===== src/hw/rtl/rpt_pkg.sv =====
// Package for the rotary encoder position tracker: constants, types, decode functions.
// No dependencies.
package rpt_pkg;

    // Number of acceleration tiers
    localparam int TIER_COUNT = 3;

    // Timing constants
    localparam logic [31:0] DEBOUNCE_US = 32'd20000;
    localparam logic [9:0]  US_PER_MS   = 10'd1000;

    // Configuration port
    localparam int CFG_IDX_W  = 3;
    localparam int CFG_DATA_W = 48;

    localparam logic [CFG_IDX_W-1:0] REG_MIN_POSITION   = 3'd0;
    localparam logic [CFG_IDX_W-1:0] REG_MAX_POSITION   = 3'd1;
    localparam logic [CFG_IDX_W-1:0] REG_STEP_SIZE      = 3'd2;
    localparam logic [CFG_IDX_W-1:0] REG_WRAP_ENABLE    = 3'd3;
    localparam logic [CFG_IDX_W-1:0] REG_REVERSE_DIR    = 3'd4;
    localparam logic [CFG_IDX_W-1:0] REG_HALF_DETENT    = 3'd5;
    localparam logic [CFG_IDX_W-1:0] REG_TIER_THRESH    = 3'd6;
    localparam logic [CFG_IDX_W-1:0] REG_TIER_MULT      = 3'd7;

    // Register reset values
    localparam logic [31:0] MIN_POS_RESET   = 32'd0;
    localparam logic [31:0] MAX_POS_RESET   = 32'd100;
    localparam logic [30:0] STEP_RESET      = 31'd1;
    localparam logic [47:0] THRESH_RESET    = 48'd171803934870;
    localparam logic [47:0] MULT_RESET      = 48'd214749347845;

    // Saturation limits, 34-bit signed sum domain
    localparam logic signed [33:0] SUM_MAX = 34'sh0_7FFF_FFFF;
    localparam logic signed [33:0] SUM_MIN = {2'b11, 32'h8000_0000};
    localparam logic [30:0]        EFF_MAX = 31'h7FFF_FFFF;

    // Serial remainder unit
    localparam int MOD_W = 32;

    typedef enum logic [2:0] {
        ST_IDLE,
        ST_TIER,
        ST_MULT,
        ST_ADD,
        ST_FIT,
        ST_MOD,
        ST_OUT
    } state_t;

    typedef struct packed {
        logic             start;
        logic [MOD_W-1:0] dividend;
        logic [MOD_W:0]   divisor;
    } mod_req_t;

    typedef struct packed {
        logic             done;
        logic [MOD_W-1:0] remainder;
    } mod_rsp_t;

    // Quadrature transition decode, index = {old_phase, new_phase}
    function automatic logic signed [1:0] phase_dir(input logic [3:0] idx);
        logic signed [1:0] d;
        case (idx)
            4'd1, 4'd7, 4'd8, 4'd14: d = 2'sd1;
            4'd2, 4'd4, 4'd11, 4'd13: d = -2'sd1;
            default: d = 2'sd0;
        endcase
        return d;
    endfunction

    // 16-bit field k of a packed tier register; fields past the third read zero
    function automatic logic [15:0] field16(input logic [47:0] v, input logic [1:0] k);
        logic [15:0] f;
        case (k)
            2'd0: f = v[15:0];
            2'd1: f = v[31:16];
            2'd2: f = v[47:32];
            default: f = 16'd0;
        endcase
        return f;
    endfunction

endpackage


===== src/hw/rtl/rotary_encoder_position_tracker.sv =====
// Top level of the rotary encoder position tracker.
// Depends on rpt_pkg and rpt_mod_unit.

// Takes one pin-sample or reset request at a time. Quadrature decode, step
// counting and button debounce finish in the accept cycle; a request that
// completes no detent, and a reset request, has its result registered in the
// output state once the output register is free. A detent runs a sequencer:
// tier search (one threshold compare per cycle, highest tier first), the step
// multiply, the saturating add and the range check, in that order. When
// wrapping carries the position past a limit, the serial remainder unit runs
// its 32 subtract steps before the result. A result that waits on m_ready
// does not block the next request. The block is ready immediately after reset.
module rotary_encoder_position_tracker #(
    parameter int TIER_COUNT = rpt_pkg::TIER_COUNT
) (
    input  logic                             aclk,
    input  logic                             aresetn,
    // Configuration writes
    input  logic                             cfg_wr_en,
    input  logic [rpt_pkg::CFG_IDX_W-1:0]    cfg_index,
    input  logic [rpt_pkg::CFG_DATA_W-1:0]   cfg_wdata,
    // Sample requests
    input  logic                             s_valid,
    output logic                             s_ready,
    input  logic                             s_command,
    input  logic                             s_a_level,
    input  logic                             s_b_level,
    input  logic                             s_button_level,
    input  logic [31:0]                      s_now_us,
    // Results
    output logic                             m_valid,
    input  logic                             m_ready,
    output logic signed [31:0]               m_position,
    output logic [1:0]                       m_active_tier,
    output logic                             m_button_pressed
);

    localparam int KW = (TIER_COUNT > 1) ? $clog2(TIER_COUNT) : 1;

    // Configuration registers
    logic signed [31:0] min_pos_reg;
    logic signed [31:0] max_pos_reg;
    logic [30:0]        step_size_reg;
    logic               wrap_en_reg;
    logic               reverse_reg;
    logic               half_det_reg;
    logic [47:0]        thresh_reg;
    logic [47:0]        mult_cfg_reg;

    // Tracker state
    rpt_pkg::state_t    state_reg, state_next;
    logic [1:0]         last_phase_reg, last_phase_next;
    logic signed [3:0]  step_cnt_reg, step_cnt_next;
    logic signed [31:0] held_pos_reg, held_pos_next;
    logic [31:0]        last_det_reg, last_det_next;
    logic [1:0]         held_tier_reg, held_tier_next;
    logic               stable_btn_reg, stable_btn_next;
    logic               pressed_reg, pressed_next;
    logic [31:0]        db_start_reg, db_start_next;
    logic               db_run_reg, db_run_next;

    // Detent datapath
    logic [31:0]        diff_reg, diff_next;
    logic               dir_up_reg, dir_up_next;
    logic [KW-1:0]      k_reg, k_next;
    logic [15:0]        mult_reg, mult_next;
    logic [46:0]        prod_reg, prod_next;
    logic signed [31:0] pos_reg, pos_next;
    logic               above_reg, above_next;

    // Output register
    logic               m_valid_reg, m_valid_next;
    logic signed [31:0] m_pos_reg, m_pos_next;
    logic [1:0]         m_tier_reg, m_tier_next;
    logic               m_pressed_reg, m_pressed_next;

    rpt_pkg::mod_req_t  mod_req;
    rpt_pkg::mod_rsp_t  mod_rsp;

    logic accept;
    logic out_free;

    assign accept   = s_valid && s_ready;
    assign out_free = !m_valid_reg || m_ready;

    // Quadrature decode and step count, evaluated on the accepted request
    logic [1:0]        phase;
    logic              phase_chg;
    logic signed [1:0] dir_raw;
    logic signed [1:0] dir_eff;
    logic signed [3:0] cnt_sum;
    logic signed [3:0] spd;
    logic              detent;

    assign phase     = {~s_a_level, ~s_b_level};
    assign phase_chg = (phase != last_phase_reg);
    assign dir_raw   = rpt_pkg::phase_dir({last_phase_reg, phase});
    assign dir_eff   = reverse_reg ? -dir_raw : dir_raw;
    assign cnt_sum   = step_cnt_reg + {{2{dir_eff[1]}}, dir_eff};
    assign spd       = half_det_reg ? 4'sd2 : 4'sd4;
    assign detent    = phase_chg && (dir_raw != 2'sd0) && ((cnt_sum >= spd) || (cnt_sum <= -spd));

    // Tier compare: floor(diff / 1000) < th  <=>  diff < th * 1000
    logic [15:0] tier_th;
    logic [25:0] tier_th_us;
    logic        tier_hit;
    logic [1:0]  k_ext;

    assign k_ext      = 2'(k_reg);
    assign tier_th    = rpt_pkg::field16(thresh_reg, k_ext);
    assign tier_th_us = 26'(tier_th) * 26'(rpt_pkg::US_PER_MS);
    assign tier_hit   = (tier_th != 16'd0) && (diff_reg < {6'd0, tier_th_us});

    // Saturating position add
    logic [30:0]        eff;
    logic signed [33:0] held_ext;
    logic signed [33:0] eff_ext;
    logic signed [33:0] sum;

    assign eff      = (prod_reg > {16'd0, rpt_pkg::EFF_MAX}) ? rpt_pkg::EFF_MAX : prod_reg[30:0];
    assign held_ext = {{2{held_pos_reg[31]}}, held_pos_reg};
    assign eff_ext  = {3'd0, eff};
    assign sum      = dir_up_reg ? (held_ext + eff_ext) : (held_ext - eff_ext);

    // Range check
    logic signed [33:0] lo_ext;
    logic signed [33:0] hi_ext;
    logic signed [33:0] pos_ext;
    logic               pos_above;
    logic               pos_below;
    logic               wrap_ok;
    logic signed [33:0] dvd_above;
    logic signed [33:0] dvd_below;
    logic signed [33:0] range_ext;
    logic signed [33:0] wrap_lo;
    logic signed [33:0] wrap_hi;

    assign lo_ext    = {{2{min_pos_reg[31]}}, min_pos_reg};
    assign hi_ext    = {{2{max_pos_reg[31]}}, max_pos_reg};
    assign pos_ext   = {{2{pos_reg[31]}}, pos_reg};
    assign pos_above = pos_ext > hi_ext;
    assign pos_below = pos_ext < lo_ext;
    assign wrap_ok   = wrap_en_reg && !(hi_ext < lo_ext);
    assign dvd_above = pos_ext - lo_ext;
    assign dvd_below = lo_ext - 34'sd1 - pos_ext;
    assign range_ext = hi_ext - lo_ext + 34'sd1;
    assign wrap_lo   = lo_ext + {2'd0, mod_rsp.remainder};
    assign wrap_hi   = hi_ext - {2'd0, mod_rsp.remainder};

    rpt_mod_unit u_mod (
        .aclk    (aclk),
        .aresetn (aresetn),
        .req     (mod_req),
        .rsp     (mod_rsp)
    );

    // Next-state logic
    always_comb begin
        state_next = state_reg;
        case (state_reg)
            rpt_pkg::ST_IDLE: begin
                if (accept) begin
                    if (!s_command && detent) begin
                        state_next = rpt_pkg::ST_TIER;
                    end else begin
                        state_next = rpt_pkg::ST_OUT;
                    end
                end
            end
            rpt_pkg::ST_TIER: begin
                if (tier_hit || (k_reg == '0)) begin
                    state_next = rpt_pkg::ST_MULT;
                end
            end
            rpt_pkg::ST_MULT: state_next = rpt_pkg::ST_ADD;
            rpt_pkg::ST_ADD:  state_next = rpt_pkg::ST_FIT;
            rpt_pkg::ST_FIT: begin
                if (wrap_ok && (pos_above || pos_below)) begin
                    state_next = rpt_pkg::ST_MOD;
                end else begin
                    state_next = rpt_pkg::ST_OUT;
                end
            end
            rpt_pkg::ST_MOD: begin
                if (mod_rsp.done) begin
                    state_next = rpt_pkg::ST_OUT;
                end
            end
            rpt_pkg::ST_OUT: begin
                if (out_free) begin
                    state_next = rpt_pkg::ST_IDLE;
                end
            end
            default: state_next = rpt_pkg::ST_IDLE;
        endcase
    end

    // Output and datapath logic
    always_comb begin
        s_ready          = (state_reg == rpt_pkg::ST_IDLE);
        mod_req.start    = 1'b0;
        mod_req.dividend = pos_above ? dvd_above[31:0] : dvd_below[31:0];
        mod_req.divisor  = range_ext[32:0];

        last_phase_next = last_phase_reg;
        step_cnt_next   = step_cnt_reg;
        held_pos_next   = held_pos_reg;
        last_det_next   = last_det_reg;
        held_tier_next  = held_tier_reg;
        stable_btn_next = stable_btn_reg;
        pressed_next    = pressed_reg;
        db_start_next   = db_start_reg;
        db_run_next     = db_run_reg;
        diff_next       = diff_reg;
        dir_up_next     = dir_up_reg;
        k_next          = k_reg;
        mult_next       = mult_reg;
        prod_next       = prod_reg;
        pos_next        = pos_reg;
        above_next      = above_reg;

        m_valid_next    = m_valid_reg && !m_ready;
        m_pos_next      = m_pos_reg;
        m_tier_next     = m_tier_reg;
        m_pressed_next  = m_pressed_reg;

        case (state_reg)
            rpt_pkg::ST_IDLE: begin
                if (accept) begin
                    if (s_command) begin
                        // reset request: position to min, tier cleared
                        held_pos_next  = min_pos_reg;
                        held_tier_next = 2'd0;
                    end else begin
                        // rotation
                        if (phase_chg) begin
                            last_phase_next = phase;
                            if (dir_raw == 2'sd0 || detent) begin
                                step_cnt_next = 4'sd0;
                            end else begin
                                step_cnt_next = cnt_sum;
                            end
                        end
                        if (detent) begin
                            diff_next     = s_now_us - last_det_reg;
                            last_det_next = s_now_us;
                            dir_up_next   = (cnt_sum > 4'sd0);
                            k_next        = KW'(TIER_COUNT - 1);
                        end
                        // button first-edge debounce
                        if (s_button_level != stable_btn_reg) begin
                            if (!db_run_reg) begin
                                db_start_next = s_now_us;
                                db_run_next   = 1'b1;
                            end else if ((s_now_us - db_start_reg) >= rpt_pkg::DEBOUNCE_US) begin
                                stable_btn_next = s_button_level;
                                db_run_next     = 1'b0;
                                pressed_next    = !s_button_level;
                            end
                        end else begin
                            db_run_next = 1'b0;
                        end
                    end
                end
            end
            rpt_pkg::ST_TIER: begin
                if (tier_hit) begin
                    held_tier_next = 2'(k_ext + 2'd1);
                    mult_next      = rpt_pkg::field16(mult_cfg_reg, k_ext);
                end else if (k_reg == '0) begin
                    held_tier_next = 2'd0;
                    mult_next      = 16'd1;
                end else begin
                    k_next = k_reg - 1'b1;
                end
            end
            rpt_pkg::ST_MULT: begin
                prod_next = 47'(step_size_reg) * 47'(mult_reg);
            end
            rpt_pkg::ST_ADD: begin
                if (sum > rpt_pkg::SUM_MAX) begin
                    pos_next = rpt_pkg::SUM_MAX[31:0];
                end else if (sum < rpt_pkg::SUM_MIN) begin
                    pos_next = rpt_pkg::SUM_MIN[31:0];
                end else begin
                    pos_next = sum[31:0];
                end
            end
            rpt_pkg::ST_FIT: begin
                above_next = pos_above;
                if (wrap_ok && (pos_above || pos_below)) begin
                    mod_req.start = 1'b1;
                end else if (pos_below) begin
                    held_pos_next = min_pos_reg;
                end else if (pos_above) begin
                    held_pos_next = max_pos_reg;
                end else begin
                    held_pos_next = pos_reg;
                end
            end
            rpt_pkg::ST_MOD: begin
                if (mod_rsp.done) begin
                    held_pos_next = above_reg ? wrap_lo[31:0] : wrap_hi[31:0];
                end
            end
            rpt_pkg::ST_OUT: begin
                if (out_free) begin
                    m_valid_next   = 1'b1;
                    m_pos_next     = held_pos_reg;
                    m_tier_next    = held_tier_reg;
                    m_pressed_next = pressed_reg;
                end
            end
            default: ;
        endcase
    end

    // Configuration registers
    always_ff @(posedge aclk) begin
        if (!aresetn) begin
            min_pos_reg   <= rpt_pkg::MIN_POS_RESET;
            max_pos_reg   <= rpt_pkg::MAX_POS_RESET;
            step_size_reg <= rpt_pkg::STEP_RESET;
            wrap_en_reg   <= 1'b0;
            reverse_reg   <= 1'b0;
            half_det_reg  <= 1'b0;
            thresh_reg    <= rpt_pkg::THRESH_RESET;
            mult_cfg_reg  <= rpt_pkg::MULT_RESET;
        end else if (cfg_wr_en) begin
            case (cfg_index)
                rpt_pkg::REG_MIN_POSITION: min_pos_reg   <= cfg_wdata[31:0];
                rpt_pkg::REG_MAX_POSITION: max_pos_reg   <= cfg_wdata[31:0];
                rpt_pkg::REG_STEP_SIZE:    step_size_reg <= cfg_wdata[30:0];
                rpt_pkg::REG_WRAP_ENABLE:  wrap_en_reg   <= cfg_wdata[0];
                rpt_pkg::REG_REVERSE_DIR:  reverse_reg   <= cfg_wdata[0];
                rpt_pkg::REG_HALF_DETENT:  half_det_reg  <= cfg_wdata[0];
                rpt_pkg::REG_TIER_THRESH:  thresh_reg    <= cfg_wdata[47:0];
                rpt_pkg::REG_TIER_MULT:    mult_cfg_reg  <= cfg_wdata[47:0];
                default: ;
            endcase
        end
    end

    // Tracker state and output registers
    always_ff @(posedge aclk) begin
        if (!aresetn) begin
            state_reg      <= rpt_pkg::ST_IDLE;
            last_phase_reg <= 2'd0;
            step_cnt_reg   <= 4'sd0;
            held_pos_reg   <= 32'sd0;
            last_det_reg   <= 32'd0;
            held_tier_reg  <= 2'd0;
            stable_btn_reg <= 1'b1;
            pressed_reg    <= 1'b0;
            db_start_reg   <= 32'd0;
            db_run_reg     <= 1'b0;
            m_valid_reg    <= 1'b0;
        end else begin
            state_reg      <= state_next;
            last_phase_reg <= last_phase_next;
            step_cnt_reg   <= step_cnt_next;
            held_pos_reg   <= held_pos_next;
            last_det_reg   <= last_det_next;
            held_tier_reg  <= held_tier_next;
            stable_btn_reg <= stable_btn_next;
            pressed_reg    <= pressed_next;
            db_start_reg   <= db_start_next;
            db_run_reg     <= db_run_next;
            m_valid_reg    <= m_valid_next;
        end
        diff_reg      <= diff_next;
        dir_up_reg    <= dir_up_next;
        k_reg         <= k_next;
        mult_reg      <= mult_next;
        prod_reg      <= prod_next;
        pos_reg       <= pos_next;
        above_reg     <= above_next;
        m_pos_reg     <= m_pos_next;
        m_tier_reg    <= m_tier_next;
        m_pressed_reg <= m_pressed_next;
    end

    assign m_valid          = m_valid_reg;
    assign m_position       = m_pos_reg;
    assign m_active_tier    = m_tier_reg;
    assign m_button_pressed = m_pressed_reg;

endmodule


===== src/hw/rtl/rpt_mod_unit.sv =====
// Restoring serial remainder unit, one quotient bit per cycle.
// Depends on rpt_pkg.
module rpt_mod_unit (
    input  logic              aclk,
    input  logic              aresetn,
    input  rpt_pkg::mod_req_t req,
    output rpt_pkg::mod_rsp_t rsp
);

    localparam int W     = rpt_pkg::MOD_W;
    localparam int CNT_W = $clog2(W);

    logic             busy_reg, busy_next;
    logic             done_reg, done_next;
    logic [CNT_W-1:0] cnt_reg, cnt_next;
    logic [W:0]       rem_reg, rem_next;
    logic [W-1:0]     dvd_reg, dvd_next;
    logic [W:0]       div_reg, div_next;

    logic [W+1:0] trial;
    logic [W+1:0] trial_sub;

    // Shift in next dividend bit and try the subtraction
    assign trial     = {rem_reg, dvd_reg[W-1]};
    assign trial_sub = trial - {1'b0, div_reg};

    always_comb begin
        busy_next = busy_reg;
        done_next = 1'b0;
        cnt_next  = cnt_reg;
        rem_next  = rem_reg;
        dvd_next  = dvd_reg;
        div_next  = div_reg;
        if (req.start) begin
            busy_next = 1'b1;
            cnt_next  = '0;
            rem_next  = '0;
            dvd_next  = req.dividend;
            div_next  = req.divisor;
        end else if (busy_reg) begin
            if (trial >= {1'b0, div_reg}) begin
                rem_next = trial_sub[W:0];
            end else begin
                rem_next = trial[W:0];
            end
            dvd_next = {dvd_reg[W-2:0], 1'b0};
            cnt_next = cnt_reg + 1'b1;
            if (cnt_reg == CNT_W'(W - 1)) begin
                busy_next = 1'b0;
                done_next = 1'b1;
            end
        end
    end

    always_ff @(posedge aclk) begin
        if (!aresetn) begin
            busy_reg <= 1'b0;
            done_reg <= 1'b0;
            cnt_reg  <= '0;
        end else begin
            busy_reg <= busy_next;
            done_reg <= done_next;
            cnt_reg  <= cnt_next;
        end
        rem_reg <= rem_next;
        dvd_reg <= dvd_next;
        div_reg <= div_next;
    end

    // Remainder is below the divisor, at most 2^W - 1
    assign rsp.done      = done_reg;
    assign rsp.remainder = rem_reg[W-1:0];

endmodule


===== config.mk =====
export PLATFORM = sky130hd
export DESIGN_NAME = rotary_encoder_position_tracker
export DESIGN_NICKNAME = d
export VERILOG_FILES = /design/src/hw/rtl/rpt_pkg.sv /design/src/hw/rtl/rotary_encoder_position_tracker.sv /design/src/hw/rtl/rpt_mod_unit.sv
export SDC_FILE = /design/constraint.sdc
export NUM_CORES = 2
export LEC_CHECK = 0
export BUFFER_PORTS_ARGS = -buffer_cell sky130_fd_sc_hd__buf_2
export CORE_MARGIN = 5
export CORE_UTILIZATION = 35
export DETAILED_ROUTE_END_ITERATION = 12
export PLACE_DENSITY_LB_ADDON = 0.2
export SYNTH_ARGS = -nofsm -noshare
export SYNTH_HDL_FRONTEND = slang
export SYNTH_SLANG_ARGS = --single-unit

===== constraint.sdc =====
create_clock -name aclk -period 10.8 [get_ports aclk]
set_clock_uncertainty 0.1 [all_clocks]
set_input_delay 0.54 -clock aclk [delete_from_list [all_inputs] [get_ports aclk]]
set_output_delay 0.54 -clock aclk [all_outputs]
set_load 0.02 [all_outputs]

# == After elaboration in Yosys (flattened, before gate mapping) ==
# Memories as Yosys holds them, arrays and structs flattened.
# Cells that the tools add are included.
# totals
register_bits,576
mem_bits_ro,32
n_memories,1
# mem_list
name,words,width,read_ports,rd_ports_with_merged_regs,write_ports,line_no,text
(no name shown),16,2,1,0,0,rpt_pkg.sv:64,case (idx)
# op_classes
n_addsub,18
multipliers,2
magnitude_cmp,12
eq_ne,29
mux,51
n_bitwise,6
n_reduce_logical,49
# ops
cell,count
$mux W32,11
$sub A32 B32 Y32,5
$pmux W16 S3,2
$pmux W32 S3,1
$sub A32 B32 Y33,2
$lt A32 B32 Y1,2
$gt A47 B31 Y1 const B,1
$mul A31 B16 Y47,1
$ge A34 B33 Y1,1
$gt A34 B32 Y1 const B,1
$lt A34 B32 Y1 const B,1
$mux W34,1
$add A32 B32 Y33,1
$add A33 B2 Y33 const B,1
$mux W33,1
$sub A33 B33 Y33,1
$add A32 B32 Y32,1
$ge A32 B15 Y1 const B,1
$gt A32 B32 Y1,1
$lt A32 B26 Y1,1
$mux W16,2
$sub A32 B2 Y32 const B,1
$mux W31,1
$mul A16 B7 Y23 const B,1
other kinds (42),125

# == Logic depth before layout (Yosys ltp) ==
# An unclocked memory read counts as a cell.
# logic_depth
depth_word,12
mapped_depth,35
ltp_nobuf,33

# == Cells and area by module ==
# From an unflattened synthesis, not the netlist that was laid out.
# hier_totals
hier_cells,6801
hier_area_um2,57835.5
# modules_own_cells
mod,n_inst,cells_per_inst,area_each_um2,seq_area_each_um2
rotary_encoder_position_tracker,1,6173,51419.3,11000.6
rpt_mod_unit,1,628,6416.2,2752.6

# == Worst setup path before layout ==
# No wires, ideal clock.
# synth_path
path_type,reg-to-reg
from,register k_reg[0] (netlist: k_ext[0])
to,register held_tier_reg[0]
setup_time_ps,138
t_arrival_ps,7647
required_time_ps,10562
setup_slack_ps,2916
path_stages_with_launch,34
n_path_buf,2
path_cell_list,edfxtp_1 -> inv_1 -> ha_1 -> clkbuf_1 -> clkbuf_1 -> nand2_1 -> a31o_2 -> fa_1 -> inv_1 -> fa_1 -> inv_1 -> fa_1 -> fa_1 -> inv_1 -> ha_1 -> nand2b_1 -> a21boi_0 -> o41ai_1 -> o21ai_0 -> o21ai_0 -> nand2b_1 -> xnor2_1 -> ha_1 -> a21o_1 -> a21o_1 -> a21o_1 -> a21oi_1 -> o21ai_0 -> a311oi_1 -> o21ai_0 -> a21oi_1 -> nor2_1 -> nand3_1 -> o21ai_0
# synth_between
elab_chain_cells,7
word_cells_on_any_way,13
cone_classes,1 x add/sub; 1 x mul; 1 x order compare; 3 x eq/ne; 3 x mux; 4 x reduce/logical
# synth_rtl
item,line_no,text
start: declaration,rotary_encoder_position_tracker.sv:65,"logic [KW-1:0] k_reg, k_next;"
start signal: assignment,rotary_encoder_position_tracker.sv:373,k_reg <= k_next;
"$eq A2 B2 Y1, or another cell as far along",rpt_pkg.sv:75,case (k)
$pmux W16 S3,rpt_pkg.sv:75,
$mul A16 B7 Y23,rotary_encoder_position_tracker.sv:111,assign tier_th_us = 26'(tier_th) * 26'(rpt_pkg::US_PER_MS);
$lt A32 B26 Y1,rotary_encoder_position_tracker.sv:112,"assign tier_hit = (tier_th != 16'd0) && (diff_reg < {6'd0, tier_th_us});"
$logic_and A1 B1 Y1,rotary_encoder_position_tracker.sv:112,
$ne A3 B3 Y1 (no source line) / $mux W2 (equally long branches),-,
$reduce_and A4 Y1 (no source line) / $pmux W2 S2 (equally long branches),-,
end signal: assignment,rotary_encoder_position_tracker.sv:364,held_tier_reg <= held_tier_next;
end: declaration,rotary_encoder_position_tracker.sv:56,"logic [1:0] held_tier_reg, held_tier_next;"
# Several ways; a longest one is shown, not always the timed one.
# A chain may end at the register's enable or synchronous reset.

# == Worst setup path in the final report ==
# Ends and elaborated chain as after synthesis.

==> results_dict.tcl <==
set metrics [dict create \
    antenna_found_initial 13 \
    end_kind "flip-flop" \
    drtPass1Iterations 6 \
    design_area_um2 63200 \
    crit_path_top_delay_cell "a21oi_2" \
    grt_pass1_wl_um 293800 \
    hold_class "in -> reg" \
    nNetsFinal 8006 \
    timing.critical_path.required_ns 11.23 \
    post_cts_buffers 0 \
    drc_errors 0 \
    layout_commonest_cell "nand2_1" \
    fin_crit_sh 0.8470 \
    drtAntennaViolNets 0 \
    clk_pin_slew_ns 0.06 \
    path_buf_inv 6 \
    grt_overflow 0 \
    vias 48630 \
    utilization 0.3882 \
    gp_congestion 0.9576 \
    via_per_inst 5.337 \
    outcome "completed" \
    synth_cells 6860 \
    synth_area_leaders "fa_1, ha_1, dfxtp_1, edfxtp_1, nand2_1" \
    avgSynthCellArea_um2 8.350 \
    p_leak_uw 0.02636 \
    clock_sinks 573 \
    syn_to_final_growth_pct 10.33 \
    synth_top_area_cell "fa_1" \
    place_inst 8928 \
    synthFlopType "dfxtp_1" \
    slowest_delay_ns 0.93 \
    drive_above_1_share 0.05771 \
    syn_area_um2 57280 \
    cts_tree "done" \
    finalHoldViolCount 0 \
    cp_common_cell "inv_1" \
    cts.repair.resized 0 \
    cp.arrival_ns 9.57 \
    max-cap-violations 0 \
    cts_root_buffer "clkbuf_16" \
    ctsHoldBuffers 36 \
    tns_ns 0 \
    clk_latency_ns 0.70 \
    power_per_cell_area_nw_per_um2 157.5 \
    path_max_fanout 32 \
    cts.path.max_buffers 3 \
    initial_utilization 0.3519 \
    gr-usage-all-layers 0.2191 \
    start_kind "flip-flop" \
    tightest_slew_ns 1.167 \
    fp.dieW_um 414.5 \
    finalSetupViolCount 0 \
    die-area_um2 171800 \
    die_y_um 414.5 \
    synthDistinctLibCells 83 \
    synth-edff-count 228 \
    place_area_um2 60140 \
    synth_top_area_share 0.1681 \
    ios 129 \
    max_slew_margin 0.2200 \
    final.min_clock_period_ns 9.147 \
    hold_slack_ns 0.05168 \
    dp_hpwl_um 148800 \
    seq_area_frac_synth 0.2401 \
    slew_violations 0 \
    synth-seq-cells 573 \
    cts_made_buffers 76 \
    critical_path_class "reg -> reg" \
    synth_warnings 0 \
    synth_fp_nets 7999 \
    path_delay_family "compound AO/OA/AOI/OAI gates" \
    first_global_vias 48400 \
    std_cell_rows 148 \
    fmax_ghz 0.1093 \
    ir_drop_uv 133.4 \
    wl_per_cell_um 21.18 \
    layout.cells.most_common_list "nand2_1, inv_1, a21oi_1" \
    cts_max_level 3 \
    numPortBuffers 128 \
    dr.first_iter.drc_count 3619 \
    drt_wl_total_um 193000 \
    async_flop_share 0 \
    final_cell_count_no_fill 9113 \
    grt_max_degree 172 \
    rsz0062_at_grt "false" \
    core_area_um2 162800 \
]
## cells by family after synthesis
family,count (synthesis),share of synthesized area
simple gates,2191,0.1702
mux,37,0.006815
flops,573,0.2401
fa+ha+maj,1078,0.2972
compound gates,1571,0.1697
buf+inv,1141,0.07492
xor+xnor,269,0.04113
## cell usage after synthesis (10+ instances only)
| cell type | n |
|---|---|
| a222oi_1 | 17 |
| xor2_1 | 90 |
| maj3_1 | 31 |
| xnor2_1 | 179 |
| dfxtp_1 | 345 |
| or3_1 | 35 |
| nor4_1 | 16 |
| o21bai_1 | 57 |
| o41ai_1 | 11 |
| ha_1 | 566 |
| edfxtp_1 | 228 |
| and2_1 | 176 |
| nor3_1 | 89 |
| o211ai_1 | 45 |
| a21boi_0 | 17 |
| and3_1 | 29 |
| o21ai_0 | 267 |
| a21oi_1 | 654 |
| a211oi_1 | 72 |
| a211o_1 | 10 |
| a31oi_1 | 45 |
| nand3_1 | 83 |
| o21a_1 | 41 |
| nand2b_1 | 54 |
| o31ai_1 | 20 |
| a21o_1 | 123 |
| o2111ai_1 | 10 |
| nand4_1 | 51 |
| o22ai_1 | 23 |
| nor2_1 | 377 |
| nor2b_1 | 52 |
| inv_1 | 831 |
| a31o_2 | 19 |
| a221oi_1 | 19 |
| nor3b_1 | 15 |
| fa_1 | 481 |
| mux2i_1 | 30 |
| buf_1 | 15 |
| clkbuf_1 | 287 |
| nand2_1 | 1168 |
## metal layers
metal,routed length [um],track usage
met1,83560,0.2824
met4,9484,0.09721
met2,89770,0.3632
met3,10200,0.03480
met5,0,0
## final cells by class
| type | count | area, um2 |
|---|---|---|
| fillers | 16770 | 99580 |
| multi-input cells | 5146 | 39340 |
| flip-flops and latches | 573 | 13750 |
| inverters | 832 | 3131 |
| well taps | 2175 | 2721 |
| clock buffers | 104 | 2150 |
| repair buffers | 238 | 1556 |
| clock inverters | 38 | 529.3 |
| diodes | 7 | 17.52 |
## power breakdown
| group | total, uW | switching, uW | leakage (uW) | internal (uW) |
|---|---|---|---|---|
| registers | 2960 | 327 | 0.00489 | 2630 |
| logic | 4270 | 2600 | 0.0202 | 1660 |
| clock network | 2730 | 1120 | 0.00130 | 1610 |
## worst register-to-register path: cells and delay by family (launching register included)
| kind | cells | cell delay, ns |
|---|---|---|
| DFF | 1 | 0.44 |
| AOI/OAI and AO/OA | 13 | 4.08 |
| xor gates and xnor gates | 1 | 0.15 |
| and+or+nand+nor | 4 | 0.64 |
| buffers and inverters | 6 | 0.74 |
| adders and majority gates | 7 | 2.77 |
## final timing paths
kind                     from               end  slack, ns  cells after the start
min              s_now_us[23]  last_det_reg[23]       0.05                      3
max reg2reg          k_ext[0]  held_tier_reg[0]       1.65                     31
min reg2reg  last_det_reg[24]  last_det_reg[24]       0.35                      2
max                  k_ext[0]  held_tier_reg[0]       1.65                     31
## stage by stage
step / total power, uW / worst slack [ns]
global route: 10640 / 0.9526
detailed placement: 7224 / 1.791
global placement: 7195 / 1.930
floorplan: 5984 / 2.916
CTS: 10030 / 1.733
finish: 9955 / 1.653
(Power assumes the default switching activity.)
